--- config.mk ---
export PLATFORM = sky130hd
export DESIGN_NAME = lbp3r_out_fifo
export DESIGN_NICKNAME = d
export VERILOG_FILES = /design/src/lbp3r_pkg.sv /design/src/lbp3r_out_fifo.sv
export SDC_FILE = /design/constraint.sdc
export NUM_CORES = 1
export LEC_CHECK = 0
export ABC_CLOCK_PERIOD_IN_PS = 2200
export BUFFER_PORTS_ARGS = -buffer_cell sky130_fd_sc_hd__buf_4
export CORE_ASPECT_RATIO = 0.75
export CORE_MARGIN = 1.5
export CORE_UTILIZATION = 49
export CTS_CLUSTER_SIZE = 14
export DETAILED_ROUTE_END_ITERATION = 7
export PLACE_DENSITY = 0.84
export SYNTH_ARGS = -nofsm -noshare
export SYNTH_HDL_FRONTEND = slang
export SYNTH_SLANG_ARGS = --single-unit
--- constraint.sdc ---
create_clock -name clk -period 2.2 [get_ports clk]
set_clock_uncertainty 0.1 [all_clocks]
set_input_delay 0.11 -clock clk [delete_from_list [all_inputs] [get_ports clk]]
set_output_delay 0.11 -clock clk [all_outputs]
set_load 0.1 [all_outputs]
--- src/lbp3r_pkg.sv ---
// shared types, constants and the pattern function of the 3x3 lbp raster operator
`default_nettype none

package lbp3r_pkg;

    localparam int PIXEL_W    = 8;
    localparam int WIDTH_W    = 11;
    localparam int HEIGHT_W   = 12;
    localparam int CFG_DATA_W = 12;
    localparam int CFG_INDEX_W = 2;

    localparam logic [CFG_INDEX_W-1:0] CFG_IMAGE_WIDTH  = 2'd0;
    localparam logic [CFG_INDEX_W-1:0] CFG_IMAGE_HEIGHT = 2'd1;

    localparam logic [WIDTH_W-1:0]  WIDTH_RESET  = 11'd640;
    localparam logic [HEIGHT_W-1:0] HEIGHT_RESET = 12'd480;

    localparam int FIFO_DEPTH = 4;
    localparam int FIFO_PTR_W = 2;
    localparam int FIFO_CNT_W = 3;

    // per-pixel decisions taken when the pixel enters
    typedef struct packed {
        logic emit;
        logic interior;
        logic is_last;
    } pix_flags_t;

    // one line store word: column value two rows up and one row up
    typedef struct packed {
        logic [PIXEL_W-1:0] top;
        logic [PIXEL_W-1:0] mid;
    } col_word_t;

    // 3x3 window, row-major, top row first
    typedef logic [8:0][PIXEL_W-1:0] win_t;

    typedef struct packed {
        logic [PIXEL_W-1:0] code;
        logic               last;
    } out_item_t;

    // bits 7..0: nw, n, ne, e, se, s, sw, w strictly greater than centre
    function automatic logic [PIXEL_W-1:0] lbp_code(input win_t win);
        logic [PIXEL_W-1:0] c;
        c = win[4];
        return {win[0] > c, win[1] > c, win[2] > c, win[5] > c,
                win[8] > c, win[7] > c, win[6] > c, win[3] > c};
    endfunction

endpackage

`default_nettype wire

--- src/lbp3r_out_fifo.sv ---
// small result queue decoupling the pipeline from the output stall
`default_nettype none

module lbp3r_out_fifo (
    input  wire logic                            clk,
    input  wire logic                            rst_n,
    input  wire logic                            push,
    input  lbp3r_pkg::out_item_t                 push_item,
    input  wire logic                            out_stall,
    output logic                                 out_valid,
    output logic [lbp3r_pkg::PIXEL_W-1:0]        code,
    output logic                                 last,
    output logic [lbp3r_pkg::FIFO_CNT_W-1:0]     count
);

    lbp3r_pkg::out_item_t mem [lbp3r_pkg::FIFO_DEPTH];
    logic [lbp3r_pkg::FIFO_PTR_W-1:0] wr_ptr_reg;
    logic [lbp3r_pkg::FIFO_PTR_W-1:0] rd_ptr_reg;
    logic [lbp3r_pkg::FIFO_CNT_W-1:0] count_reg;
    logic                             pop;
    lbp3r_pkg::out_item_t             head;

    assign out_valid = count_reg != '0;
    assign pop       = out_valid && !out_stall;
    assign head      = mem[rd_ptr_reg];
    assign code      = head.code;
    assign last      = head.last;
    assign count     = count_reg;

    always_ff @(posedge clk)
    begin
        if (push)
            mem[wr_ptr_reg] <= push_item;
    end

    always_ff @(posedge clk or negedge rst_n)
    begin
        if (!rst_n)
        begin
            wr_ptr_reg <= '0;
            rd_ptr_reg <= '0;
            count_reg  <= '0;
        end
        else
        begin
            if (push)
                wr_ptr_reg <= wr_ptr_reg + lbp3r_pkg::FIFO_PTR_W'(1);
            if (pop)
                rd_ptr_reg <= rd_ptr_reg + lbp3r_pkg::FIFO_PTR_W'(1);
            count_reg <= count_reg + lbp3r_pkg::FIFO_CNT_W'(push)
                         - lbp3r_pkg::FIFO_CNT_W'(pop);
        end
    end

endmodule

`default_nettype wire

# Word level (Yosys, flattened, before mapping)
# Memory sizes are Yosys's and may differ from the RTL's.
# Index checks and enable logic that the tools add are counted.
dict set report totals {
  memories 1
  ramBits 36
  ff_bits 7
  word_cells 13
}
dict set report op_classes {
  addsub 4
  n_reduce_logical 3
  n_mux 2
}
# memory words word_bits read_ports rd_clocked_by_memory_dff write_ports line
set memory_table {}
lappend memory_table {mem 4 9 1 0 1 lbp3r_out_fifo.sv:16} ;# lbp3r_pkg::out_item_t mem [lbp3r_pkg::FIFO_DEPTH];
# cell count
set op_table {}
lappend op_table {{$add A2 B1 Y2 const B} 2}
lappend op_table {{$add A3 B1 Y3} 1}
lappend op_table {{$reduce_bool A3 Y1} 1}
lappend op_table {{$sub A3 B1 Y3} 1}
lappend op_table {{$mux W1} 2}
lappend op_table {{$logic_and A1 B1 Y1} 1}
lappend op_table {{$logic_not A1 Y1} 1}

# Logic depth before layout (Yosys ltp)
dict set report depth {
  depth_word 3
  ltp_mapped 8
  mapped_depth_nobuf 8
}

# Worst setup path before layout
# No wires, ideal clock.
dict set report synth_path {
  path_type {reg2reg}
  from {register count_reg (netlist bit count[0])}
  to {register count_reg (netlist bit count[2])}
  path_stages_with_launch 9
  t_arrival_ns 2.443
  period_less_slack_ns 2.670
  required_time_ns 1.974
  setup_time_ns 0.126
  setup_slack_ns -0.470
  cell_sequence {dfrtp_1 > nor3_1 > nor2_1 > ha_1 > inv_1 > ha_1 > fa_1 > xnor2_1 > xnor2_1}
}
dict set report synth_via {
  elab_chain_len 3
  elab_cells_between_ends 4
}
# element line
set synth_rtl {}
lappend synth_rtl {{start: declaration} lbp3r_out_fifo.sv:19} ;# logic [lbp3r_pkg::FIFO_CNT_W-1:0] count_reg;
lappend synth_rtl {{start signal: assignment} lbp3r_out_fifo.sv:50} ;# count_reg <= count_reg + lbp3r_pkg::FIFO_CNT_W'(push)
lappend synth_rtl {{$reduce_bool A3 Y1} lbp3r_out_fifo.sv:23} ;# assign out_valid = count_reg != '0;
lappend synth_rtl {{$logic_and A1 B1 Y1} lbp3r_out_fifo.sv:24} ;# assign pop = out_valid && !out_stall;
lappend synth_rtl {{net pop} lbp3r_out_fifo.sv:20} ;# logic pop;
lappend synth_rtl {{$sub A3 B1 Y3} lbp3r_out_fifo.sv:51} ;# - lbp3r_pkg::FIFO_CNT_W'(pop);
# The timed path passes the listed nets, and every way through them passes these cells.
# A chain may end at the register's enable or synchronous reset.

# Worst setup path after layout
dict set report layout_path {
  from {register count_reg (netlist bit count[2])}
  to {register count_reg (netlist bit count[2])}
}
# The elaborated chain is that of the path after synthesis.

==> results_dict.tcl <==
set metrics [dict create \
    cts_max_path_buffers 2 \
    final_common_cell "edfxtp_1" \
    coreArea_sq_um 3310 \
    die_w_microns 71.0 \
    grt_max_degree 13 \
    ff2ff_path_depth 8 \
    synthTopCellsByArea "edfxtp_1, mux4_2, dfrtp_1, ha_1, inv_1" \
    drtPass1Iterations 4 \
    vias 859 \
    netlist.area_leader.share 0.636 \
    antenna-diode-count 0 \
    relSlewSlack 0.664 \
    worst_path_largest_cell_delay_ns 0.50 \
    synth_fa_ha_area_frac 0.0560 \
    grt-ovfl-total 0 \
    yosysSeqAreaShare 0.739 \
    end_kind "register" \
    crit_path_start_kind "register" \
    yosys.area_share.simple 0.0295 \
    path_class "reg2reg" \
    syn2layout_area_growth_pct 27.8 \
    critPathMaxFanout 3 \
    numCtsBuffers 5 \
    synth_fp_nets 102 \
    clock_latency_ns 0.29 \
    cp_slowest_cell "dfrtp_4" \
    fillCellCount 218 \
    synthCells 82 \
    cts-root-buf "clkbuf_8" \
    finalNetCount 146 \
    path_clk_slew_ns 0.08 \
    tritoncts "yes" \
    portBuffers 25 \
    syn_area_sq_um 1700 \
    boundaryPins 26 \
    initial_utilization 0.513 \
    ys_seq_elements 43 \
    routed_wl_microns 2880 \
    path_cells "nor3_4, nor2_2, ha_1, inv_1, ha_2, fa_2, xnor2_2, xnor2_1" \
    synth_cell_type_count 17 \
    place_inst 146 \
    cts_sinks 43 \
    min_period_ns 2.11 \
    worstHoldPathCells 3 \
    synth_top_family_by_area "multiplexers" \
    grt_util_all_layers 0.171 \
    worst_pin_slew_ns 0.504 \
    finalSetupViolCount 0 \
    cts_htree_levels 2 \
    yosysTopAreaCell "edfxtp_1" \
    antenna_found_initial 0 \
    final_layout_size_suffix_gt1_frac 0.402 \
    drc 0 \
    largest_reg_flops 36 \
    die_h_microns 54.0 \
    synth_warnings 0 \
    required_ns 2.28 \
    synthMuxAreaShare 0.122 \
    clock.fmax_ghz 0.475 \
    avgViaCountPerCell 5.14 \
    final_cell_mix "edfxtp_1, buf_4, dlygate4sd3_1" \
    grt_pass1_vias 911 \
    drt_first_iter_violations 89 \
    hp-class "in2reg" \
    ant_nets 0 \
    cp.arrival_ns 2.19 \
    grt_first_pass_wirelength_microns 4450 \
    cap_violations 0 \
    avgSynthCellArea_sq_um 20.7 \
    hpwlAfterDp_microns 1900 \
    wl_per_cell_microns 17.3 \
    fin_crit_sh 0.957 \
    status "finished, final reports clean" \
    synth_compound_area_frac 0.00295 \
    report.final.hold_viol_count 0 \
    maxSlewViolCount 0 \
    die-area_sq_um 3830 \
    synth-xor-area-share 0.0258 \
    final_cells 167 \
    final_core_util 0.656 \
    fp-row-count 18 \
    gp_congestion 0.731 \
]
metal layers:
layer  vias to the layer above  routed length [microns]  global-route usage
li1                        396                        -                   -
met1                       435                     1180               0.192
met2                        22                     1530               0.304
met3                         6                      116              0.0449
met4                         0                       57              0.0975
met5                         -                        0                   0
worst paths after layout:
kind,startpoint,end,slack [ns]
hold reg to reg,rd_ptr_reg[0],rd_ptr_reg[0],0.40
min in group asynchronous,rst_n,wr_ptr_reg[1],0.06
setup / recovery,count[2],count[2],0.09
max in group asynchronous,rst_n,count[1],1.81
hold / removal,out_stall,rd_ptr_reg[1],0.02
setup reg to reg,count[2],count[2],0.09
Yosys cell counts:
| master | n |
|---|---|
| and2_1 | 4 |
| nor3_1 | 1 |
| mux4_1 | 1 |
| xnor2_1 | 2 |
| nor3b_2 | 1 |
| edfxtp_1 | 36 |
| nand2_1 | 1 |
| xor2_1 | 3 |
| nor2_1 | 1 |
| mux4_2 | 8 |
| ha_1 | 6 |
| inv_1 | 7 |
| fa_1 | 1 |
| buf_2 | 1 |
| o21ai_0 | 1 |
| dfrtp_1 | 7 |
| buf_6 | 1 |
stage by stage:
| step | TNS (ns) | worst slack, ns | hold WS [ns] | instance area [sq um] |
|---|---|---|---|---|
| floorplan | -0.0370 | -0.0370 | -0.286 | 1730 |
| finish | 0 | 0.0949 | 0.0191 | 2170 |
| CTS | 0 | 0.00172 | 0.0116 | 2150 |
| global route | -0.00121 | -0.00121 | 0.0235 | 2170 |
| global placement | 0 | 0.115 | -0.173 | 1960 |
| detailed placement | 0 | 0.0193 | -0.175 | 1960 |
cells by family after synthesis:
family / after synthesis
flops: 43
buf+inv: 9
mux: 9
simple gates: 8
fa+ha+maj: 7
xor+xnor: 5
compound gates: 1
layout make-up:
cell class / count / area, sq um / share of cell area
well taps: 40 / 50.0 / 0.0230
clock buffers: 7 / 76.3 / 0.0351
flip-flops and latches: 43 / 1270 / 0.584
repair buffers: 39 / 320 / 0.147
inverters: 7 / 26.3 / 0.0121
clock inverters: 1 / 5.00 / 0.00230
multi-input cells: 30 / 427 / 0.196
critical path: cells and delay by family, from the launching register on:
| family | cells | cell delay [ns] |
|---|---|---|
| adders and majority gates | 3 | 0.79 |
| buffers and inverters | 1 | 0.04 |
| xor gates and xnor gates | 2 | 0.28 |
| DFF | 1 | 0.50 |
| and+or+nand+nor | 2 | 0.28 |
timing repair:
action / CTS / global route
buffers inserted: 0 / 2
hold endpoints to repair: 46 / 0
hold buffers: 11 / 0
pin swaps: 1 / 1
gates resized for setup: 0 / 2
endpoints found under the setup margin: 1 / 1
Power is not shown: default switching activity piles up to over one toggle a cycle in this logic, so the estimate is an artifact.
