**src/lbp3r_pkg.sv**
```systemverilog
// shared types, constants and the pattern function of the 3x3 lbp raster operator
`default_nettype none

package lbp3r_pkg;

    localparam int PIXEL_W    = 8;
    localparam int WIDTH_W    = 11;
    localparam int HEIGHT_W   = 12;
    localparam int CFG_DATA_W = 12;
    localparam int CFG_INDEX_W = 2;

    localparam logic [CFG_INDEX_W-1:0] CFG_IMAGE_WIDTH  = 2'd0;
    localparam logic [CFG_INDEX_W-1:0] CFG_IMAGE_HEIGHT = 2'd1;

    localparam logic [WIDTH_W-1:0]  WIDTH_RESET  = 11'd640;
    localparam logic [HEIGHT_W-1:0] HEIGHT_RESET = 12'd480;

    localparam int FIFO_DEPTH = 4;
    localparam int FIFO_PTR_W = 2;
    localparam int FIFO_CNT_W = 3;

    // per-pixel decisions taken when the pixel enters
    typedef struct packed {
        logic emit;
        logic interior;
        logic is_last;
    } pix_flags_t;

    // one line store word: column value two rows up and one row up
    typedef struct packed {
        logic [PIXEL_W-1:0] top;
        logic [PIXEL_W-1:0] mid;
    } col_word_t;

    // 3x3 window, row-major, top row first
    typedef logic [8:0][PIXEL_W-1:0] win_t;

    typedef struct packed {
        logic [PIXEL_W-1:0] code;
        logic               last;
    } out_item_t;

    // bits 7..0: nw, n, ne, e, se, s, sw, w strictly greater than centre
    function automatic logic [PIXEL_W-1:0] lbp_code(input win_t win);
        logic [PIXEL_W-1:0] c;
        c = win[4];
        return {win[0] > c, win[1] > c, win[2] > c, win[5] > c,
                win[8] > c, win[7] > c, win[6] > c, win[3] > c};
    endfunction

endpackage

`default_nettype wire

```
**src/lbp3r_window.sv**
```systemverilog
// 3x3 window registers and pattern / pass-through result
`default_nettype none

module lbp3r_window (
    input  wire logic                          clk,
    input  wire logic                          rst_n,
    input  wire logic                          shift_en,
    input  lbp3r_pkg::pix_flags_t              flags,
    input  wire logic [lbp3r_pkg::PIXEL_W-1:0] pixel,
    input  lbp3r_pkg::col_word_t               col_word,
    output logic                               push,
    output lbp3r_pkg::out_item_t               result
);

    lbp3r_pkg::win_t window_reg;
    lbp3r_pkg::win_t window_next;

    always_comb
    begin
        window_next    = window_reg;
        window_next[0] = window_reg[1];
        window_next[1] = window_reg[2];
        window_next[2] = col_word.top;
        window_next[3] = window_reg[4];
        window_next[4] = window_reg[5];
        window_next[5] = col_word.mid;
        window_next[6] = window_reg[7];
        window_next[7] = window_reg[8];
        window_next[8] = pixel;
    end

    always_ff @(posedge clk or negedge rst_n)
    begin
        if (!rst_n)
            window_reg <= '0;
        else if (shift_en)
            window_reg <= window_next;
    end

    assign push = shift_en && flags.emit;

    always_comb
    begin
        result.code = flags.interior ? lbp3r_pkg::lbp_code(window_next) : window_next[4];
        result.last = flags.is_last;
    end

endmodule

`default_nettype wire

```
**config.mk**
```make
export PLATFORM = sky130hd
export DESIGN_NAME = lbp3r_window
export DESIGN_NICKNAME = d
export VERILOG_FILES = /design/src/lbp3r_pkg.sv /design/src/lbp3r_window.sv
export SDC_FILE = /design/constraint.sdc
export NUM_CORES = 1
export LEC_CHECK = 0
export BUFFER_PORTS_ARGS = -buffer_cell sky130_fd_sc_hd__buf_2
export CORE_MARGIN = 1
export CORE_UTILIZATION = 25
export DETAILED_ROUTE_END_ITERATION = 12
export GPL_TIMING_DRIVEN = 0
export SYNTH_ARGS = -nofsm -noshare
export SYNTH_HDL_FRONTEND = slang
export SYNTH_SLANG_ARGS = --single-unit
```
**constraint.sdc**
```tcl
create_clock -name clk -period 2.1 [get_ports clk]
set_input_delay 0.21 -clock clk [delete_from_list [all_inputs] [get_ports clk]]
set_output_delay 0.21 -clock clk [all_outputs]
set_load 0.01 [all_outputs]
```
# Yosys cells after proc, flatten, opt, wreduce, memory -nomap -nowiden
# Index checks and enable logic that the tools add are counted.
# Widths: inputs -> output; s select.
# totals
regBits,48
in_bits,30
output_inout_bits,10
wordCells,16
# classes
magnitude_cmp,8
muxes,1
n_reduce_logical,1
# op_table
cell,count
$gt 8x8->1,8
$mux 8,1
$logic_and 1x1->1,1

# Depth between registers and ports, before layout
# Gate-level depths: netlist of run 1.
# logic_depth
depth_word,2
mapped_depth,6
ltp_nobuf,6

# Worst setup path after synthesis of run 1
# Ideal clock, no wire load.
# synth_path
kind,flip-flop to output port
start,reg window_reg (netlist bit window_next[33])
end,out result[7] in the netlist's numbering
arrival_ns,1.422
t_required_ns,1.890
path_slack_ns,0.468
stages_incl_launch_ff,7
path_buffers,0
cell_sequence,dfrtp_1 inv_1 ha_1 nor2b_1 o211ai_1 a21oi_1 o221a_1
# synth_rtl
item,line,rtl
"start, declared",lbp3r_window.sv:15,lbp3r_pkg::win_t window_reg;
"start signal, assigned",lbp3r_window.sv:37,window_reg <= window_next;
"end, declared",lbp3r_window.sv:12,output lbp3r_pkg::out_item_t result

==> results.yml, run 1 <==
status:
  outcome: "finished, violations left"
  violations: "setup timing"
setup_path:
  path_max_fanout: 5
  ff2ff_setup_slack_ns: 1.09
  critPathRequiredTime_ns: 1.89
  arrival_ns: 2.00
  cp-end-kind: "output pin"
  critical_path_class: "reg -> out"
  cp-start-kind: "register"
cells_and_area:
  nets: 453
  final_cell_area_mm2: 0.00430
  multi_input_area_mm2: 0.00224
  layout.cells.non_filler: 536
  final_core_util_pct: 32.1
  areaGrowthSynthToFinish_pct: 23.6
  regArea_mm2: 0.00121
  n_antenna_cell: 0
  drive_above_1_share_pct: 38.6
  largest_reg_flops: 48
  fillers: 1341
clocking:
  ctsHtreeMaxLevel: 2
  cts-root-buf: "clkbuf_16"
  cts_tree: "done"
  clock_latency_ns: 0.30
  cts-hold-fix-buffers: 0
  cts_made_buffers: 5
  clk_pin_slew_ns: 0.07
  cts_num_sinks: 48
  clk_path_buf_depth: 2
timing:
  fin_skew_ns: 0.0112
  fin_ws_ns: -0.112
  fin_crit_ns: 2.21
  whs_ns: 0.134
  rsz0062_at_grt: "true"
  slew_viol_final: 0
  hold_viol_final: 0
  worstMarginPinSlew_ns: 1.13
  slew_headroom_pct: 24.9
  fmax_ghz: 0.452
  setup_viol: 8
  timing.final.crit_share_pct: 105
  fin_tns_setup_ns: -0.739
yosys:
  yosysSeqAreaShare_pct: 34.5
  synth.most_common_cell: "ha_1"
  synth_nets: 396
  syn_area_mm2: 0.00348
  synth_largest_area_cell: "dfrtp_1"
  async_reset_ff_share_pct: 100
  syn-mean-instance-area_um2: 11.5
  synth_commonest_cells: "64 x ha_1, 48 x dfrtp_1, 35 x mux2_4"
  ys_types: 19
  synth.top_cell.area_share_pct: 34.5
  synth-edff-count: 0
  ys_warn_count: 0
  synth_flop_cell: "dfrtp_1"
  syn_inst: 302
  ys_seq_elements: 48
  synth_area_leaders: "dfrtp_1 35%, ha_1 23%, mux2_4 15%"
floorplanning:
  io_pins: 40
  die_area_mm2: 0.0144
  die_x_um: 120
  rows: 42
  die_h_um: 120
  start_util_pct: 25.9
  core-area_mm2: 0.0134
placed_design:
  place.gp.congestion: 0.790
  hpwl_um: 6420
  post-place-ws_ns: 0.0643
  port_buffers: 37
  place_inst: 515
  dpl-instance-area_mm2: 0.00388
flow_run:
  maxCapViolations: 0
pwr:
  powerDensity_mw_per_mm2: 706
  leakagePower_nw: 1.95
  vdd_ir_drop_max_mv: 0.284
  power_mw: 3.03
routing:
  dr.pass1.iters: 6
  route.vias.total: 2524
  viasPerCell: 4.71
  dr.first_iter.drc_count: 157
  drcViolationCount: 0
  wl_per_cell_um: 16.4
  wl_um: 8790
  ant_nets: 0
grt:
  grt_pass1_vias: 2619
  grtUsageTotal_pct: 13.0
  overflow: 0
  grt_pass1_wl_um: 14200
  grt_max_degree: 49
  antenna_found_initial: 0
worst_hold_path:
  hp-class: "in -> async"
-- what timing repair did --
item | in CTS | in global routing
setup buffers | 9 | 2
endpoints found under the setup margin | 8 | 8
pin swaps | 12 | 14
gates resized for setup | 21 | 9
gates cloned | 1 | 1
-- layer usage --
metal  GRT usage [%]  routed length, um  vias up
met1            17.1               4210     1242
met2            21.4               4210       40
met4            3.98                107        0
li1                -                  -     1236
met5               0                  0        -
met3            2.23                266        6
-- layout by cell type, fill, tap and decap left out, drive strengths merged --
cell type	netlist	routed
clkbuf	0	6
and2	1	1
nor2	8	8
nand2	28	28
inv	15	10
a21oi	32	32
o21ai	12	12
o211ai	16	16
nor2b	8	8
bufinv	0	1
clkinvlp	0	7
dfrtp	48	48
clkinv	0	1
mux2	36	36
nand4	16	16
ha	64	64
o221a	8	8
buf	10	58
-- final cells by class --
cell class	instances	area share, %
Multi-Input combinational cell	229	52.2
Sequential cell	48	28.1
Timing Repair Buffer	48	6.67
Clock inverter	2	0.815
Timing Repair inverter	2	0.291
Tap cell	176	5.12
Clock buffer	6	3.00
Buffer	10	2.10
Inverter	15	1.75
-- worst paths after layout --
kind,start,to,cells after the start
worst max register to register,window_next[32],window_next[32],1
max in group asynchronous,rst_n,window_next[37],1
worst min register to register,window_next[8],window_next[0],2
min in group clk,col_word[1],window_next[33],3
worst max-delay path,window_next[33],result[3],8
worst min-delay path,rst_n,window_next[15],1
-- cell families (layout without fill, tap and decap cells) --
group	count (synthesis)	in the layout	share of synthesized area, %
AND/OR/NAND/NOR	61	61	9.25
flip-flops	48	48	34.5
adder cells (fa/ha/maj)	64	64	23.0
buffers and inverters	25	83	4.21
AO/OA/AOI/OAI	68	68	13.5
multiplexers	36	36	15.4
-- report_power, final --
part / internal [mW] / switching, mW
Combinational: 0.496 / 0.467
Clock: 0.561 / 0.367
Sequential: 1.04 / 0.105
Total: 2.09 / 0.940
-- critical path, stage by stage (launching register included) --
cell and delay [ns]:
dfrtp_1 0.39, clkinvlp_4 0.15, buf_8 0.17, ha_4 0.27
nor2b_4 0.14, o211ai_2 0.10, a21oi_2 0.13, o221a_1 0.21
buf_2 0.14
Note: power is estimated with default switching activity, not from simulation.
==> run 2: changes to the inputs <==
Settings changed: TNS_END_PERCENT from default to 1.
==> run 2 against run 1 <==
  * Combinational power shrank 0.8%
  * Cell count fell by 0.56%
  * Critical path type unchanged
  * The run still ends with setup timing left
  * Non-clock buffer count shrank 2
  * Worst setup slack got worse by 0.020 ns
  * Utilization decreased by 0.24 points
  * Sequential power hardly changed
  * Final area fell by 0.76%
  * Global-route usage is the same
  * Worst hold slack hardly changed
==> results.yml, run 2 (same netlist as run 1, synthesis figures left out) <==
pwr:
  p_seq_share_pct: 37.7
  power_frac_clock_pct: 30.7
  switching_share_pct: 31.0
  p_int_mw: 2.09
  p_comb_share_pct: 31.6
  power_mw: 3.02
  powerDensity_mw_per_mm2: 709
  switching_power_mw: 0.936
  leakagePower_nw: 1.94
  vdd_ir_drop_max_mv: 0.285
placed_design:
  dpl-instance-area_mm2: 0.00388
  place.gp.congestion: 0.790
  place_inst: 515
  hpwl_um: 6420
  post-place-ws_ns: 0.0643
  port_buffers: 37
setup_path:
  r2r.worst_path.cells: 1
  path_max_fanout: 9
  path_cells: "inv_1 -> ha_1 -> nand4_1 -> nor2_1 -> nand2_1 -> o221a_1 -> buf_2"
  worst-path-buf-inv: 2
  critPathRequiredTime_ns: 1.89
  crit_end: "result[5]"
  critical_path_class: "reg -> out"
  cp-end-kind: "output pin"
  cp.depth: 7
  r2r_end: "window_next[32]"
  critPathTopFamily: "buffers and inverters"
  cp-start-kind: "register"
  crit_slowest_cell: "dfrtp_1"
  arrival_ns: 2.02
  ff2ff_setup_slack_ns: 1.09
  cpPeakStageDelay_ns: 0.41
  r2r_start: "window_next[32]"
  worstSetupStartpoint: "window_next[36]"
cells_and_area:
  final_cell_area_mm2: 0.00427
  largest_reg_flops: 48
  fillers: 1350
  most-common-layout-cells: "57 x ha_1, 45 x dfrtp_1, 40 x buf_2"
  areaGrowthSynthToFinish_pct: 22.7
  final_common_cell: "ha_1"
  final_core_util_pct: 31.8
  n_antenna_cell: 0
  nets: 450
  drive_above_1_share_pct: 37.5
  layout.cells.non_filler: 533
routing:
  route.vias.total: 2510
  wl_per_cell_um: 16.4
  ant_nets: 0
  routed.top_layer: "met4"
  drcViolationCount: 0
  drt-met1-wl_um: 4210
  dr.pass1.iters: 6
  met2_length_um: 4210
  wl_met3_um: 219
  dr.first_iter.drc_count: 143
  wl_um: 8720
  viasPerCell: 4.71
floorplanning:
  core-area_mm2: 0.0134
  die_x_um: 120
  io_pins: 40
  start_util_pct: 25.9
  die_h_um: 120
  rows: 42
  die_area_mm2: 0.0144
clocking:
  cts_num_sinks: 48
  clock_latency_ns: 0.30
  cts_made_buffers: 5
  cts-hold-fix-buffers: 0
  cts_tree: "done"
  clk_path_buf_depth: 2
  clk_pin_slew_ns: 0.07
  ctsHtreeMaxLevel: 2
  cts-root-buf: "clkbuf_16"
worst_hold_path:
  hp-class: "in -> async"
timing:
  slew_viol_final: 0
  slew_headroom_pct: 25.1
  hold_viol_final: 0
  fin_ws_ns: -0.131
  fin_crit_ns: 2.23
  worstMarginPinSlew_ns: 1.12
  timing.final.crit_share_pct: 106
  rsz0062_at_grt: "true"
  whs_ns: 0.134
  fmax_ghz: 0.448
  fin_tns_setup_ns: -0.787
  setup_viol: 8
  fin_skew_ns: 0.0121
flow_run:
  maxCapViolations: 0
grt:
  grt_max_degree: 49
  antenna_found_initial: 0
  grt_pass1_vias: 2617
  grtUsageTotal_pct: 13.0
  overflow: 0
  grt_pass1_wl_um: 14200
status:
  violations: "setup timing"
  outcome: "finished, violations left"
-- run 2: cell count changes in the layout (fill, tap and decap cells not counted) --
cell,previous run,this run
buf_6,9,7
clkinvlp_2,1,0
clkinvlp_4,6,5
dfrtp_1,44,45
dfrtp_2,4,3
inv_1,9,10
-- run 2: area by class of cell --
type,count,area [um^2],area share [%]
repair buffers,46,264,6.19
well taps,176,220,5.16
repair inverters,1,7.51,0.176
inverters,15,71.3,1.67
clock inverters,2,35.0,0.821
clock buffers,6,129,3.02
plain buffers,10,90.1,2.11
multi-input cells,229,2240,52.6
flip-flops and latches,48,1200,28.2
-- run 2: worst min-delay path by stage --
stage	to	slack [ns]	cells after the start
global route	window_next[56]	0.16	3
CTS	window_next[33]	0.14	3
floorplan	window_next[0]	-0.09	0
finish	window_next[15]	0.13	1
detailed placement	window_next[33]	0.45	3
global placement	window_next[8]	0.44	3
-- run 2: power groups by stage --
stage               logic (mW)  registers, mW  clock network (mW)
floorplan                0.650           1.11                   0
global placement         0.840           1.14                   0
detailed placement       0.875           1.15                   0
CTS                      0.948           1.14               0.934
global route              1.07           1.15               0.983
finish                   0.956           1.14               0.929
-- run 2: repair_timing --
item,CTS,global route
endpoints found under the setup margin,8,8
pin swaps,12,5
gates resized for setup,21,5
setup buffers,9,0
gates cloned,1,0
-- run 2: layer usage --
layer / up-vias / global-route usage, %
met4: 0 / 3.98
li1: 1229 / -
met5: - / 0
met3: 5 / 2.23
met1: 1244 / 17.1
met2: 32 / 21.4
==> run 3: changes to the inputs <==
Settings changed: PLACE_DENSITY from default to 0.5, SLEW_MARGIN from default to 20.
==> run 3 against run 2 <==
  * The flow still finishes with violations (setup timing)
  * Critical path depth rose by 1
  * Final area increased by 2.8%
  * Combinational power up 4.1%
  * Critical endpoint is now result[1]
  * Largest power group unchanged
  * Highest routed layer unchanged
==> results.yml, run 3 (same netlist as run 1, synthesis figures left out) <==
status:
  outcome: "finished, violations left"
  violations: "setup timing"
clocking:
  cts_tree: "done"
  cts_num_sinks: 48
  clock_latency_ns: 0.29
  clk_path_buf_depth: 2
  cts_made_buffers: 5
  clk_pin_slew_ns: 0.06
  ctsHtreeMaxLevel: 2
  cts-root-buf: "clkbuf_16"
routing:
  ant_nets: 0
  wl_per_cell_um: 16.4
  wl_um: 8880
  route.vias.total: 2523
  viasPerCell: 4.66
  drcViolationCount: 0
  dr.pass1.iters: 4
  dr.first_iter.drc_count: 110
floorplanning:
  rows: 42
  start_util_pct: 25.9
  core-area_mm2: 0.0134
  die_h_um: 120
  die_area_mm2: 0.0144
  die_x_um: 120
  io_pins: 40
grt:
  grt.busiest_layer: "met2"
  antenna_found_initial: 0
  met1_usage_pct: 17.8
  overflow: 0
  grtUsageTotal_pct: 13.0
  grt_pass1_vias: 2642
  use_met3_pct: 1.85
  grt_max_degree: 49
  use_met2_pct: 21.0
  grt_pass1_wl_um: 14400
pwr:
  vdd_ir_drop_max_mv: 0.299
  powerDensity_mw_per_mm2: 679
  leakagePower_nw: 1.97
  power_mw: 2.98
worst_hold_path:
  hp-class: "in -> reg"
cells_and_area:
  areaGrowthSynthToFinish_pct: 26.1
  most-common-layout-cells: "54 x ha_1, 46 x dfrtp_1, 39 x buf_2"
  n_antenna_cell: 0
  drive_above_1_share_pct: 40.0
  nets: 459
  final_common_cell: "ha_1"
  largest_reg_flops: 48
timing:
  fin_ws_ns: -0.146
  fmax_ghz: 0.445
  timing.final.crit_share_pct: 107
  rsz0062_at_grt: "true"
  setup_viol: 8
  slew_headroom_pct: 57.0
  fin_skew_ns: 0.00230
  worstMarginPinSlew_ns: 0.646
  fin_crit_ns: 2.25
  slew_viol_final: 0
  hold_viol_final: 0
placed_design:
  port_buffers: 37
  post-place-ws_ns: 0.0252
  hpwl_um: 6440
  place.gp.congestion: 0.787
flow_run:
  maxCapViolations: 0
setup_path:
  arrival_ns: 2.04
  cp-end-kind: "output pin"
  cp-start-kind: "register"
  path_max_fanout: 4
  critical_path_class: "reg -> out"
  critPathRequiredTime_ns: 1.89
[run 3: cell types whose count changed in the layout (fill, tap and decap cells not counted), moves of 2 or more]
| cell | before | now |
|---|---|---|
| buf_4 | 8 | 15 |
| clkbuf_8 | 0 | 2 |
| clkinvlp_4 | 5 | 8 |
| ha_1 | 57 | 54 |
| ha_4 | 7 | 10 |
[run 3: timing repair]
| action | 4_1_cts | 5_1_grt |
|---|---|---|
| hold endpoints to repair | 48 | 0 |
| hold buffers | 1 | 0 |
| pin swaps | 3 | 8 |
| cloned | 2 | 0 |
| endpoints found under the setup margin | 8 | 8 |
| setup buffers | 14 | 2 |
| resized for setup | 18 | 12 |
[run 3: metal layers]
metal	vias to the layer above	routed length (um)
li1	1242	-
met1	1216	4220
met2	52	4200
met3	13	294
met4	0	158
met5	-	0
[run 3: final timing paths]
path	startpoint	to	slack [ns]	depth (start not counted)
max	window_next[33]	result[1]	-0.15	8
min	col_word[4]	window_next[36]	0.15	3
max reg2reg	window_next[33]	window_next[33]	1.01	4
min reg2reg	window_next[8]	window_next[0]	0.48	2
max in group asynchronous	rst_n	window_next[33]	1.13	2
min in group asynchronous	rst_n	window_next[15]	0.48	2
[run 3: stage by stage]
step	area, um^2	util (%)	cells	TNS [ns]	hold slack [ns]
floorplan	3480	-	302	0	-0.0856
global placement	3880	29.0	515	0	0.439
detailed placement	3880	29.0	515	0	0.282
CTS	4280	31.9	539	-0.793	0.146
global route	4380	32.7	541	-1.59	0.148
finish	4380	32.7	541	-0.681	0.152
[run 3: critical path: stages (launching register included)]
cell and delay, ns:
dfrtp_2 0.40, buf_4 0.13, clkinvlp_4 0.15, ha_1 0.33, nor2b_4 0.13, o211ai_2 0.13, a21oi_1 0.08, o221a_1 0.24
buf_2 0.15
[run 3: report_power, final]
group	leakage (nW)	total [mW]	internal, mW	switching, mW
Combinational	1.33	0.995	0.518	0.477
Clock	0.0760	0.844	0.501	0.343
Sequential	0.569	1.14	1.04	0.102
[run 3: area by class of cell]
class                   count  area (um^2)
well taps                 176          220
plain buffers              10         90.1
multi-input cells         229         2280
inverters                  15         78.8
flip-flops and latches     48         1200
repair buffers             54          338
repair inverters            2         15.0
fillers                  1368         9020
clock buffers               7          153
