--- src/lbp3r_pkg.sv ---
// shared types, constants and the pattern function of the 3x3 lbp raster operator
`default_nettype none

package lbp3r_pkg;

    localparam int PIXEL_W    = 8;
    localparam int WIDTH_W    = 11;
    localparam int HEIGHT_W   = 12;
    localparam int CFG_DATA_W = 12;
    localparam int CFG_INDEX_W = 2;

    localparam logic [CFG_INDEX_W-1:0] CFG_IMAGE_WIDTH  = 2'd0;
    localparam logic [CFG_INDEX_W-1:0] CFG_IMAGE_HEIGHT = 2'd1;

    localparam logic [WIDTH_W-1:0]  WIDTH_RESET  = 11'd640;
    localparam logic [HEIGHT_W-1:0] HEIGHT_RESET = 12'd480;

    localparam int FIFO_DEPTH = 4;
    localparam int FIFO_PTR_W = 2;
    localparam int FIFO_CNT_W = 3;

    // per-pixel decisions taken when the pixel enters
    typedef struct packed {
        logic emit;
        logic interior;
        logic is_last;
    } pix_flags_t;

    // one line store word: column value two rows up and one row up
    typedef struct packed {
        logic [PIXEL_W-1:0] top;
        logic [PIXEL_W-1:0] mid;
    } col_word_t;

    // 3x3 window, row-major, top row first
    typedef logic [8:0][PIXEL_W-1:0] win_t;

    typedef struct packed {
        logic [PIXEL_W-1:0] code;
        logic               last;
    } out_item_t;

    // bits 7..0: nw, n, ne, e, se, s, sw, w strictly greater than centre
    function automatic logic [PIXEL_W-1:0] lbp_code(input win_t win);
        logic [PIXEL_W-1:0] c;
        c = win[4];
        return {win[0] > c, win[1] > c, win[2] > c, win[5] > c,
                win[8] > c, win[7] > c, win[6] > c, win[3] > c};
    endfunction

endpackage

`default_nettype wire

--- src/lbp3r_stream_ctrl.sv ---
// configuration registers, stream position counters and the entry stage register
`default_nettype none

module lbp3r_stream_ctrl #(
    parameter int MAX_WIDTH = 1024
) (
    input  wire logic                                 clk,
    input  wire logic                                 rst_n,
    input  wire logic                                 cfg_valid,
    input  wire logic                                 cfg_ready,
    input  wire logic [lbp3r_pkg::CFG_INDEX_W-1:0]    cfg_index,
    input  wire logic [lbp3r_pkg::CFG_DATA_W-1:0]     cfg_data,
    input  wire logic                                 in_valid,
    input  wire logic                                 in_stall,
    input  wire logic [lbp3r_pkg::PIXEL_W-1:0]        pixel,
    input  wire logic                                 flush,
    output logic                                      step,
    output logic [$clog2(MAX_WIDTH)-1:0]              step_addr,
    output logic                                      s1_valid,
    output logic [$clog2(MAX_WIDTH)-1:0]              s1_addr,
    output logic [lbp3r_pkg::PIXEL_W-1:0]             s1_pixel,
    output lbp3r_pkg::pix_flags_t                     s1_flags
);

    localparam int COL_W = $clog2(MAX_WIDTH);
    localparam int WW    = $clog2(MAX_WIDTH + 1);
    localparam int CMP_W = (WW > lbp3r_pkg::WIDTH_W) ? WW : lbp3r_pkg::WIDTH_W;
    localparam int ROW_W = lbp3r_pkg::HEIGHT_W + 1;

    logic [lbp3r_pkg::WIDTH_W-1:0]  image_width_reg;
    logic [lbp3r_pkg::HEIGHT_W-1:0] image_height_reg;
    logic [COL_W-1:0]               in_column_reg, in_column_next;
    logic [ROW_W-1:0]               in_row_reg, in_row_next;
    logic [COL_W-1:0]               out_column_reg, out_column_next;
    logic [lbp3r_pkg::HEIGHT_W-1:0] out_row_reg, out_row_next;

    logic                 s1_valid_reg;
    logic [COL_W-1:0]     s1_addr_reg;
    logic [lbp3r_pkg::PIXEL_W-1:0] s1_pixel_reg;
    lbp3r_pkg::pix_flags_t s1_flags_reg;

    logic [CMP_W-1:0]    width_ext;
    logic [WW-1:0]       eff_width;
    logic [WW:0]         eff_width_ext;
    logic [lbp3r_pkg::HEIGHT_W-1:0] eff_height;
    logic [ROW_W-1:0]    height_ext;
    logic [WW-1:0]       in_col_inc;
    logic                in_col_wrap;
    logic [WW:0]         out_col_ext;
    logic [WW:0]         out_col_inc;
    logic                out_col_wrap;
    logic [ROW_W-1:0]    out_row_ext;
    logic                cfg_write;
    logic                restart;
    logic                at_start;
    logic                past_end;
    lbp3r_pkg::pix_flags_t flags;
    logic [lbp3r_pkg::PIXEL_W-1:0] step_pixel;

    // effective frame size: zero acts as one, width clamps to the line store
    always_comb
    begin
        width_ext = CMP_W'(image_width_reg);
        priority if (width_ext == '0)
            eff_width = WW'(1);
        else if (width_ext > CMP_W'(MAX_WIDTH))
            eff_width = WW'(MAX_WIDTH);
        else
            eff_width = WW'(width_ext);
        eff_height = (image_height_reg == '0) ? lbp3r_pkg::HEIGHT_W'(1) : image_height_reg;
    end

    assign eff_width_ext = (WW+1)'(eff_width);
    assign height_ext    = ROW_W'(eff_height);

    assign in_col_inc  = WW'(in_column_reg) + WW'(1);
    assign in_col_wrap = in_col_inc >= eff_width;
    assign out_col_ext = (WW+1)'(out_column_reg);
    assign out_col_inc = out_col_ext + (WW+1)'(1);
    assign out_col_wrap = out_col_inc >= eff_width_ext;
    assign out_row_ext = ROW_W'(out_row_reg);

    assign at_start = (in_row_reg == '0) && (in_column_reg == '0);
    assign past_end = in_row_reg >= height_ext;
    assign step     = in_valid && !in_stall && !(flush && at_start);
    assign step_addr = in_column_reg;
    assign step_pixel = (flush || past_end) ? '0 : pixel;

    always_comb
    begin
        flags.emit = (in_row_reg >= ROW_W'(2))
                     || ((in_row_reg == ROW_W'(1)) && (in_column_reg != '0));
        flags.interior = (out_row_reg != '0)
                         && ((out_row_ext + ROW_W'(2)) <= height_ext)
                         && (out_column_reg != '0)
                         && ((out_col_ext + (WW+1)'(2)) <= eff_width_ext);
        flags.is_last = ((out_row_ext + ROW_W'(1)) >= height_ext) && out_col_wrap;
    end

    assign cfg_write = cfg_valid && cfg_ready;

    always_comb
    begin
        restart = 1'b0;
        if (cfg_write)
        begin
            unique case (cfg_index)
                lbp3r_pkg::CFG_IMAGE_WIDTH:  restart = 1'b1;
                lbp3r_pkg::CFG_IMAGE_HEIGHT: restart = 1'b1;
                default:                     restart = 1'b0;
            endcase
        end
    end

    always_comb
    begin
        in_column_next  = in_column_reg;
        in_row_next     = in_row_reg;
        out_column_next = out_column_reg;
        out_row_next    = out_row_reg;
        priority if (restart)
        begin
            in_column_next  = '0;
            in_row_next     = '0;
            out_column_next = '0;
            out_row_next    = '0;
        end
        else if (step)
        begin
            if (flags.emit && flags.is_last)
            begin
                in_column_next  = '0;
                in_row_next     = '0;
                out_column_next = '0;
                out_row_next    = '0;
            end
            else
            begin
                if (flags.emit)
                begin
                    if (out_col_wrap)
                    begin
                        out_column_next = '0;
                        out_row_next    = out_row_reg + lbp3r_pkg::HEIGHT_W'(1);
                    end
                    else
                    begin
                        out_column_next = out_col_inc[COL_W-1:0];
                    end
                end
                if (in_col_wrap)
                begin
                    in_column_next = '0;
                    in_row_next    = in_row_reg + ROW_W'(1);
                end
                else
                begin
                    in_column_next = in_col_inc[COL_W-1:0];
                end
            end
        end
    end

    always_ff @(posedge clk or negedge rst_n)
    begin
        if (!rst_n)
        begin
            image_width_reg  <= lbp3r_pkg::WIDTH_RESET;
            image_height_reg <= lbp3r_pkg::HEIGHT_RESET;
            in_column_reg    <= '0;
            in_row_reg       <= '0;
            out_column_reg   <= '0;
            out_row_reg      <= '0;
            s1_valid_reg     <= 1'b0;
        end
        else
        begin
            if (cfg_write && (cfg_index == lbp3r_pkg::CFG_IMAGE_WIDTH))
                image_width_reg <= cfg_data[lbp3r_pkg::WIDTH_W-1:0];
            if (cfg_write && (cfg_index == lbp3r_pkg::CFG_IMAGE_HEIGHT))
                image_height_reg <= cfg_data[lbp3r_pkg::HEIGHT_W-1:0];
            in_column_reg  <= in_column_next;
            in_row_reg     <= in_row_next;
            out_column_reg <= out_column_next;
            out_row_reg    <= out_row_next;
            s1_valid_reg   <= step;
        end
    end

    always_ff @(posedge clk)
    begin
        if (step)
        begin
            s1_addr_reg  <= in_column_reg;
            s1_pixel_reg <= step_pixel;
            s1_flags_reg <= flags;
        end
    end

    assign s1_valid = s1_valid_reg;
    assign s1_addr  = s1_addr_reg;
    assign s1_pixel = s1_pixel_reg;
    assign s1_flags = s1_flags_reg;

endmodule

`default_nettype wire

--- config.mk ---
export PLATFORM = sky130hd
export DESIGN_NAME = lbp3r_stream_ctrl
export DESIGN_NICKNAME = d
export VERILOG_FILES = /design/src/lbp3r_pkg.sv /design/src/lbp3r_stream_ctrl.sv
export SDC_FILE = /design/constraint.sdc
export NUM_CORES = 1
export LEC_CHECK = 0
export BUFFER_PORTS_ARGS = -buffer_cell sky130_fd_sc_hd__buf_2
export CAP_MARGIN = 20
export CORE_ASPECT_RATIO = 0.75
export CORE_MARGIN = 2
export CORE_UTILIZATION = 45
export DETAILED_ROUTE_END_ITERATION = 12
export PLACE_DENSITY = 0.72
export SYNTH_ARGS = -nofsm -noshare
export SYNTH_HDL_FRONTEND = slang
export SYNTH_SLANG_ARGS = --single-unit
--- constraint.sdc ---
create_clock -name clk -period 3.2 [get_ports clk]
set_input_delay 0.32 -clock clk [delete_from_list [all_inputs] [get_ports clk]]
set_output_delay 0.32 -clock clk [all_outputs]
set_load 0.02 [all_outputs]
Yosys cells after proc, flatten, opt, wreduce, memory -nomap -nowiden
Cells that the tools add are included.
{"block": "op_classes", "addsub": 7, "magnitude_cmp": 8, "eq_ne": 2, "mux": 23, "n_reduce_logical": 33}
{"operator": "$mux 10", "count": 9}
{"operator": "$mux 12", "count": 6}
{"operator": "$mux 13", "count": 4}
{"operator": "$ge 13x12->1", "count": 2}
{"operator": "$add 10x1->11 const B", "count": 2}
{"operator": "$ge 11x11->1", "count": 2}
{"operator": "$mux 11", "count": 2}
{"operator": "$reduce_bool 10->1", "count": 2}
{"operator": "$add 12x1->13 const B", "count": 1}
{"operator": "$add 12x2->13 const B", "count": 1}
{"operator": "$add 13x1->13 const B", "count": 1}
{"operator": "$eq 13x1->1 const B", "count": 1}
{"operator": "$ge 13x2->1 const B", "count": 1}
{"operator": "$le 13x12->1", "count": 1}
{"operator": "$logic_and 1x1->1", "count": 13}
{"operator": "$logic_not 13->1", "count": 1}
{"operator": "$add 12x1->12 const B", "count": 1}
{"operator": "$logic_not 12->1", "count": 1}
{"operator": "$reduce_bool 12->1", "count": 1}
{"operator": "$add 10x2->11 const B", "count": 1}
{"operator": "$gt 11x11->1 const B", "count": 1}
{"operator": "$le 11x11->1", "count": 1}
{"operator": "$logic_not 11->1", "count": 1}
{"operator": "$logic_not 10->1", "count": 1}
{"operator": "10 further kinds", "count": 16}
{"block": "word_totals", "ff_bits": 90, "inputBits": 29, "output_inout_bits": 33, "word_cells": 85}

Longest topological paths before layout
{"block": "depth", "depth_word": 9, "mapped_depth": 17, "mapped_depth_nobuf": 14}

Worst setup path before layout
OpenSTA, ideal clock, no wires.
{"block": "synth_timing", "path_kind": "register -> register", "startpoint": "register out_row_reg[0] (netlist name)", "endpoint": "register in_column_reg[2] (netlist: step_addr[2])", "setup_ns": 0.066, "arrival_ns": 3.401, "required_ns": 3.134, "setup_slack_ns": -0.267, "path_stages_with_launch": 16, "path_buffers": 2, "period_less_slack_ns": 3.467, "path_cell_list": "dfrtp_1 > ha_1 > nand3_1 > or3_1 > buf_2 > nor2_1 > xor2_1 > ha_1 > a21o_1 > a21oi_1 > o21ai_1 > or3_1 > a31o_1 > buf_6 > nor3_4 > a22o_1"}
{"block": "synth_between", "elab_chain_cells": 7}
{"element": "start: declaration", "line": "lbp3r_stream_ctrl.sv:35", "text": "logic [lbp3r_pkg::HEIGHT_W-1:0] out_row_reg, out_row_next;"}
{"element": "start signal: assignment", "line": "lbp3r_stream_ctrl.sv:185", "text": "out_row_reg <= out_row_next;"}
{"element": "$add 12x1->13", "line": "lbp3r_stream_ctrl.sv:97", "text": "flags.is_last = ((out_row_ext + ROW_W'(1)) >= height_ext) && out_col_wrap;"}
{"element": "$ge 13x12->1", "line": "lbp3r_stream_ctrl.sv:97"}
{"element": "$logic_and 1x1->1", "line": "lbp3r_stream_ctrl.sv:97"}
{"element": "$logic_and 1x1->1", "line": "lbp3r_stream_ctrl.sv:130", "text": "if (flags.emit && flags.is_last)"}
{"element": "$mux 10", "line": "lbp3r_stream_ctrl.sv:130"}
{"element": "$mux 10", "line": "lbp3r_stream_ctrl.sv:128", "text": "else if (step)"}
{"element": "$mux 10", "line": "lbp3r_stream_ctrl.sv:121", "text": "priority if (restart)"}
{"element": "end signal: assignment", "line": "lbp3r_stream_ctrl.sv:182", "text": "in_column_reg <= in_column_next;"}
{"element": "end: declaration", "line": "lbp3r_stream_ctrl.sv:32", "text": "logic [COL_W-1:0] in_column_reg, in_column_next;"}
Every way passes these cells. The select of a mux whose other input is x is not followed.
A chain may end at the register's enable or synchronous reset.

Worst setup path in the final report
{"block": "layout_timing", "startpoint": "register out_row_reg[1] (netlist name)", "endpoint": "register in_row_reg[4]"}
{"block": "layout_between", "elab_chain_cells": 7, "elab_cells_between_ends": 9, "classes_between": "add/sub: 1; order compare: 1; mux: 3; reduce/logical: 4"}
{"element": "$add 12x1->13 *", "line": "lbp3r_stream_ctrl.sv:97"}
{"element": "$ge 13x12->1 *", "line": "lbp3r_stream_ctrl.sv:97"}
{"element": "$logic_and 1x1->1 *", "line": "lbp3r_stream_ctrl.sv:97"}
{"element": "$logic_and 1x1->1 *", "line": "lbp3r_stream_ctrl.sv:130"}
{"element": "$mux 13", "line": "lbp3r_stream_ctrl.sv:130"}
{"element": "$mux 13", "line": "lbp3r_stream_ctrl.sv:128"}
{"element": "$mux 13", "line": "lbp3r_stream_ctrl.sv:121"}
{"element": "end signal: assignment", "line": "lbp3r_stream_ctrl.sv:183", "text": "in_row_reg <= in_row_next;"}
{"element": "end: declaration", "line": "lbp3r_stream_ctrl.sv:33", "text": "logic [ROW_W-1:0] in_row_reg, in_row_next;"}
Every way passes the cells marked *; elsewhere a longest branch is shown, timed or not. The select of a mux whose other input is x is not followed.

==> impl_metrics.json <==
{
  "numPortBuffers": 61,
  "setup_viol_count_final": 32,
  "yosys-top-cells-area": "dfrtp_1 25%, ha_1 16%, edfxtp_1 10%, mux2_2 4.2%, xnor2_1 3.4%",
  "finalPower_mw": 4.607,
  "cts.hold.buffers_added": 0,
  "ctsHtreeMaxLevel": 3,
  "syn-instance-count": 618,
  "ios": 62,
  "min_period_ns": 3.454,
  "track_usage_pct": 23.50,
  "nNetsFinal": 873,
  "clk_pin_slew_ns": 0.08,
  "drc": 0,
  "power_density_nw_per_um2": 577.0,
  "die_w_microns": 139.5,
  "yosys_register_bits": 90,
  "cts_buffer_depth": 2,
  "synth-async-reset-ratio_pct": 76.67,
  "synth-seq-area-share_pct": 38.15,
  "stdcell_count": 943,
  "yosysMostFrequentCell": "ha_1",
  "overflow": 0,
  "reg2reg_depth": 14,
  "vias_per_cell": 5.854,
  "design_area_sq_um": 7984,
  "first_iter_violations": 353,
  "syn-cell-area_sq_um": 6198,
  "crit_type": "flop to flop",
  "clockRootBuffer": "clkbuf_16",
  "vias": 5520,
  "syn_area_per_cell_sq_um": 10.03,
  "num_antenna_cells": 0,
  "cts_tree": "built",
  "maxSlewViolCount": 0,
  "synth_nets": 728,
  "cpMostUsedCell": "or3_4",
  "rows": 37,
  "total_leakage_power_nw": 3.882,
  "crit_path_top_delay_cell": "dfrtp_2",
  "slew_headroom_pct": 35.12,
  "numCtsBuffers": 9,
  "violations": "setup timing",
  "cp.required_ns": 3.46,
  "fp.dieH_microns": 105.6,
  "rsz0062_at_grt": "yes",
  "wl_mm": 17.32,
  "dp.cells": 912,
  "ys_warn_count": 0,
  "critPathMaxStageDelay_ns": 0.43,
  "placed_area_sq_um": 7262,
  "worstPathMaxFanout": 5,
  "worstSetupEndpointType": "flop",
  "ys.flop_type": "dfrtp_1",
  "dieArea_sq_um": 14740,
  "globalplace.congestion": 0.9576,
  "area_delta_synth_final_pct": 28.81,
  "antenna_found_initial": 0,
  "wire_per_inst_microns": 18.37,
  "synth_edf_count": 21,
  "start_util_pct": 45.70,
  "clock_latency_ns": 0.36,
  "cp-start-kind": "flop",
  "cts.sinks": 90,
  "core-area_sq_um": 13560,
  "hold_viol_final": 0,
  "peakVddDrop_mv": 0.2959,
  "largest_register_ffs": 13,
  "drt-pass1-iter-count": 5,
  "netlist_top_cells_count": "81 x ha_1, 63 x dfrtp_1, 49 x nand2_1",
  "hpwl_mm": 13.02,
  "setup_ws_ns": -0.2540,
  "period_share_pct": 107.9,
  "arrival_ns": 3.71,
  "ant_nets": 0,
  "grt_pass1_vias": 5456,
  "yosys.cell_types.count": 63,
  "synth_top_area_share_pct": 25.43,
  "max_slew.worst_pin.slew_ns": 0.9696,
  "max_freq_ghz": 0.2895,
  "drv_cap": 0,
  "status": "finished, violations left",
  "yosys.area.top_type": "dfrtp_1",
  "utilization_pct": 58.86,
  "drive_above_1_share_pct": 34.51,
  "tns_ns": -4.828,
  "grt_pass1_wl_mm": 27.57,
  "min_path_type": "input port to async pin",
  "finalClockSkew_ns": 0.01218,
  "grt_max_degree": 35,
  "fillers": 1128,
  "worstPathCellList": "ha_4 -> nand3_4 -> or3_4 -> nor2_4 -> xor2_2 -> ha_1 -> a21o_1 -> a21oi_2 -> o21ai_1 -> or3_4 -> a31o_4 -> buf_6 -> or2_4 -> o32ai_4"
}
[routing by layer]
| layer | wire (microns) | vias to the layer above | share of wire, % | GRT usage [%] |
|---|---|---|---|---|
| li1 | - | 2564 | - | - |
| met5 | 0 | - | 0 | 0 |
| met4 | 270 | 0 | 1.6 | 5.772 |
| met1 | 7946 | 2705 | 46 | 33.37 |
| met2 | 7819 | 231 | 45 | 37.25 |
| met3 | 1287 | 20 | 7.4 | 4.407 |
[path summary, 6_finish.rpt]
check	start	endpoint	slack [ns]
setup / recovery	out_row_reg[1]$_DFFE_PN0P_	in_row_reg[4]$_DFFE_PN0P_	-0.25
hold / removal	rst_n	in_row_reg[6]$_DFFE_PN0P_	0.05
setup reg to reg	out_row_reg[1]$_DFFE_PN0P_	in_row_reg[4]$_DFFE_PN0P_	-0.25
hold reg to reg	image_height_reg[1]$_DFFE_PN0P_	image_height_reg[1]$_DFFE_PN0P_	0.54
max in group asynchronous	rst_n	step_addr[5]$_DFFE_PN0P_	2.35
min in group clk	cfg_data[10]	image_width_reg[10]$_DFFE_PN0P_	0.21
[worst max-delay path: cells and delay by family (launching register included)]
kind | cells | cell delay [ns]
AND/OR/NAND/NOR | 5 | 1.31
AO/OA/AOI/OAI | 5 | 0.87
adder cells (fa/ha/maj) | 2 | 0.44
flip-flops | 1 | 0.43
XOR/XNOR | 1 | 0.17
buffers and inverters | 1 | 0.13
[cell usage in the layout, fill, tap and decap left out, types with 4 or more instances in the layout]
master	netlist	layout
a21o_1	9	9
a21oi_1	18	17
a22o_1	18	17
and2_1	11	11
and3_1	20	18
buf_2	7	61
buf_4	1	93
buf_6	2	5
clkbuf_16	0	9
dfrtp_1	63	60
dfstp_2	6	6
edfxtp_1	21	21
ha_1	81	79
inv_1	26	25
mux2_2	23	23
nand2_1	49	49
nand2b_1	13	13
nand3_1	32	28
nand4_1	14	14
nor2_1	20	18
nor2b_1	7	7
nor3_1	7	7
nor4_1	8	8
o211ai_1	4	4
o21a_1	5	5
o21ai_0	27	17
o21ai_1	2	5
o21ai_2	0	7
o31ai_2	0	9
o31ai_4	0	4
xnor2_1	24	20
xnor2_2	0	4
xor2_1	18	17
[stage by stage]
step / setup slack, ns / hold slack, ns
2_1_floorplan: -0.09487 / 0.02441
3_3_place_gp: -0.2174 / 0.4330
3_5_place_dp: -0.3692 / 0.4572
4_1_cts: -0.1677 / 0.08216
5_1_grt: -0.3179 / 0.1174
6_report: -0.2540 / 0.04862
[layout make-up]
| type | instances | area [sq um] | share of cell area (%) |
|---|---|---|---|
| Multi-Input combinational cell | 475 | 3924 | 49.15 |
| Timing Repair Buffer | 160 | 1080 | 13.52 |
| Tap cell | 175 | 219.0 | 2.743 |
| Inverter | 27 | 105.1 | 1.316 |
| Sequential cell | 90 | 2369 | 29.67 |
| Clock inverter | 7 | 62.56 | 0.7836 |
| Clock buffer | 9 | 225.2 | 2.821 |
[report_power, final]
part	leakage [nW]	total [mW]	internal (mW)	switching, mW
clock	0.139	1.05	0.542	0.508
sequential	1.08	1.52	1.38	0.141
combinational	2.67	2.04	0.917	1.12
[cell families (layout without fill, tap and decap cells)]
group	count (synthesis)	count (layout)	share of synthesized area [%]
AO/OA/AOI/OAI	125	125	14.03
multiplexers	24	24	4.360
AND/OR/NAND/NOR	203	203	17.52
adder cells (fa/ha/maj)	81	81	16.35
flip-flops	90	90	38.15
buffers and inverters	53	203	3.653
XOR/XNOR	42	42	5.935
[what timing repair did]
action | CTS | global route
buffers inserted | 7 | 7
gates resized for setup | 31 | 41
pin swaps | 17 | 11
cloned | 0 | 1
setup endpoints to repair | 35 | 44
Note: power is estimated with default switching activity, not from simulation.
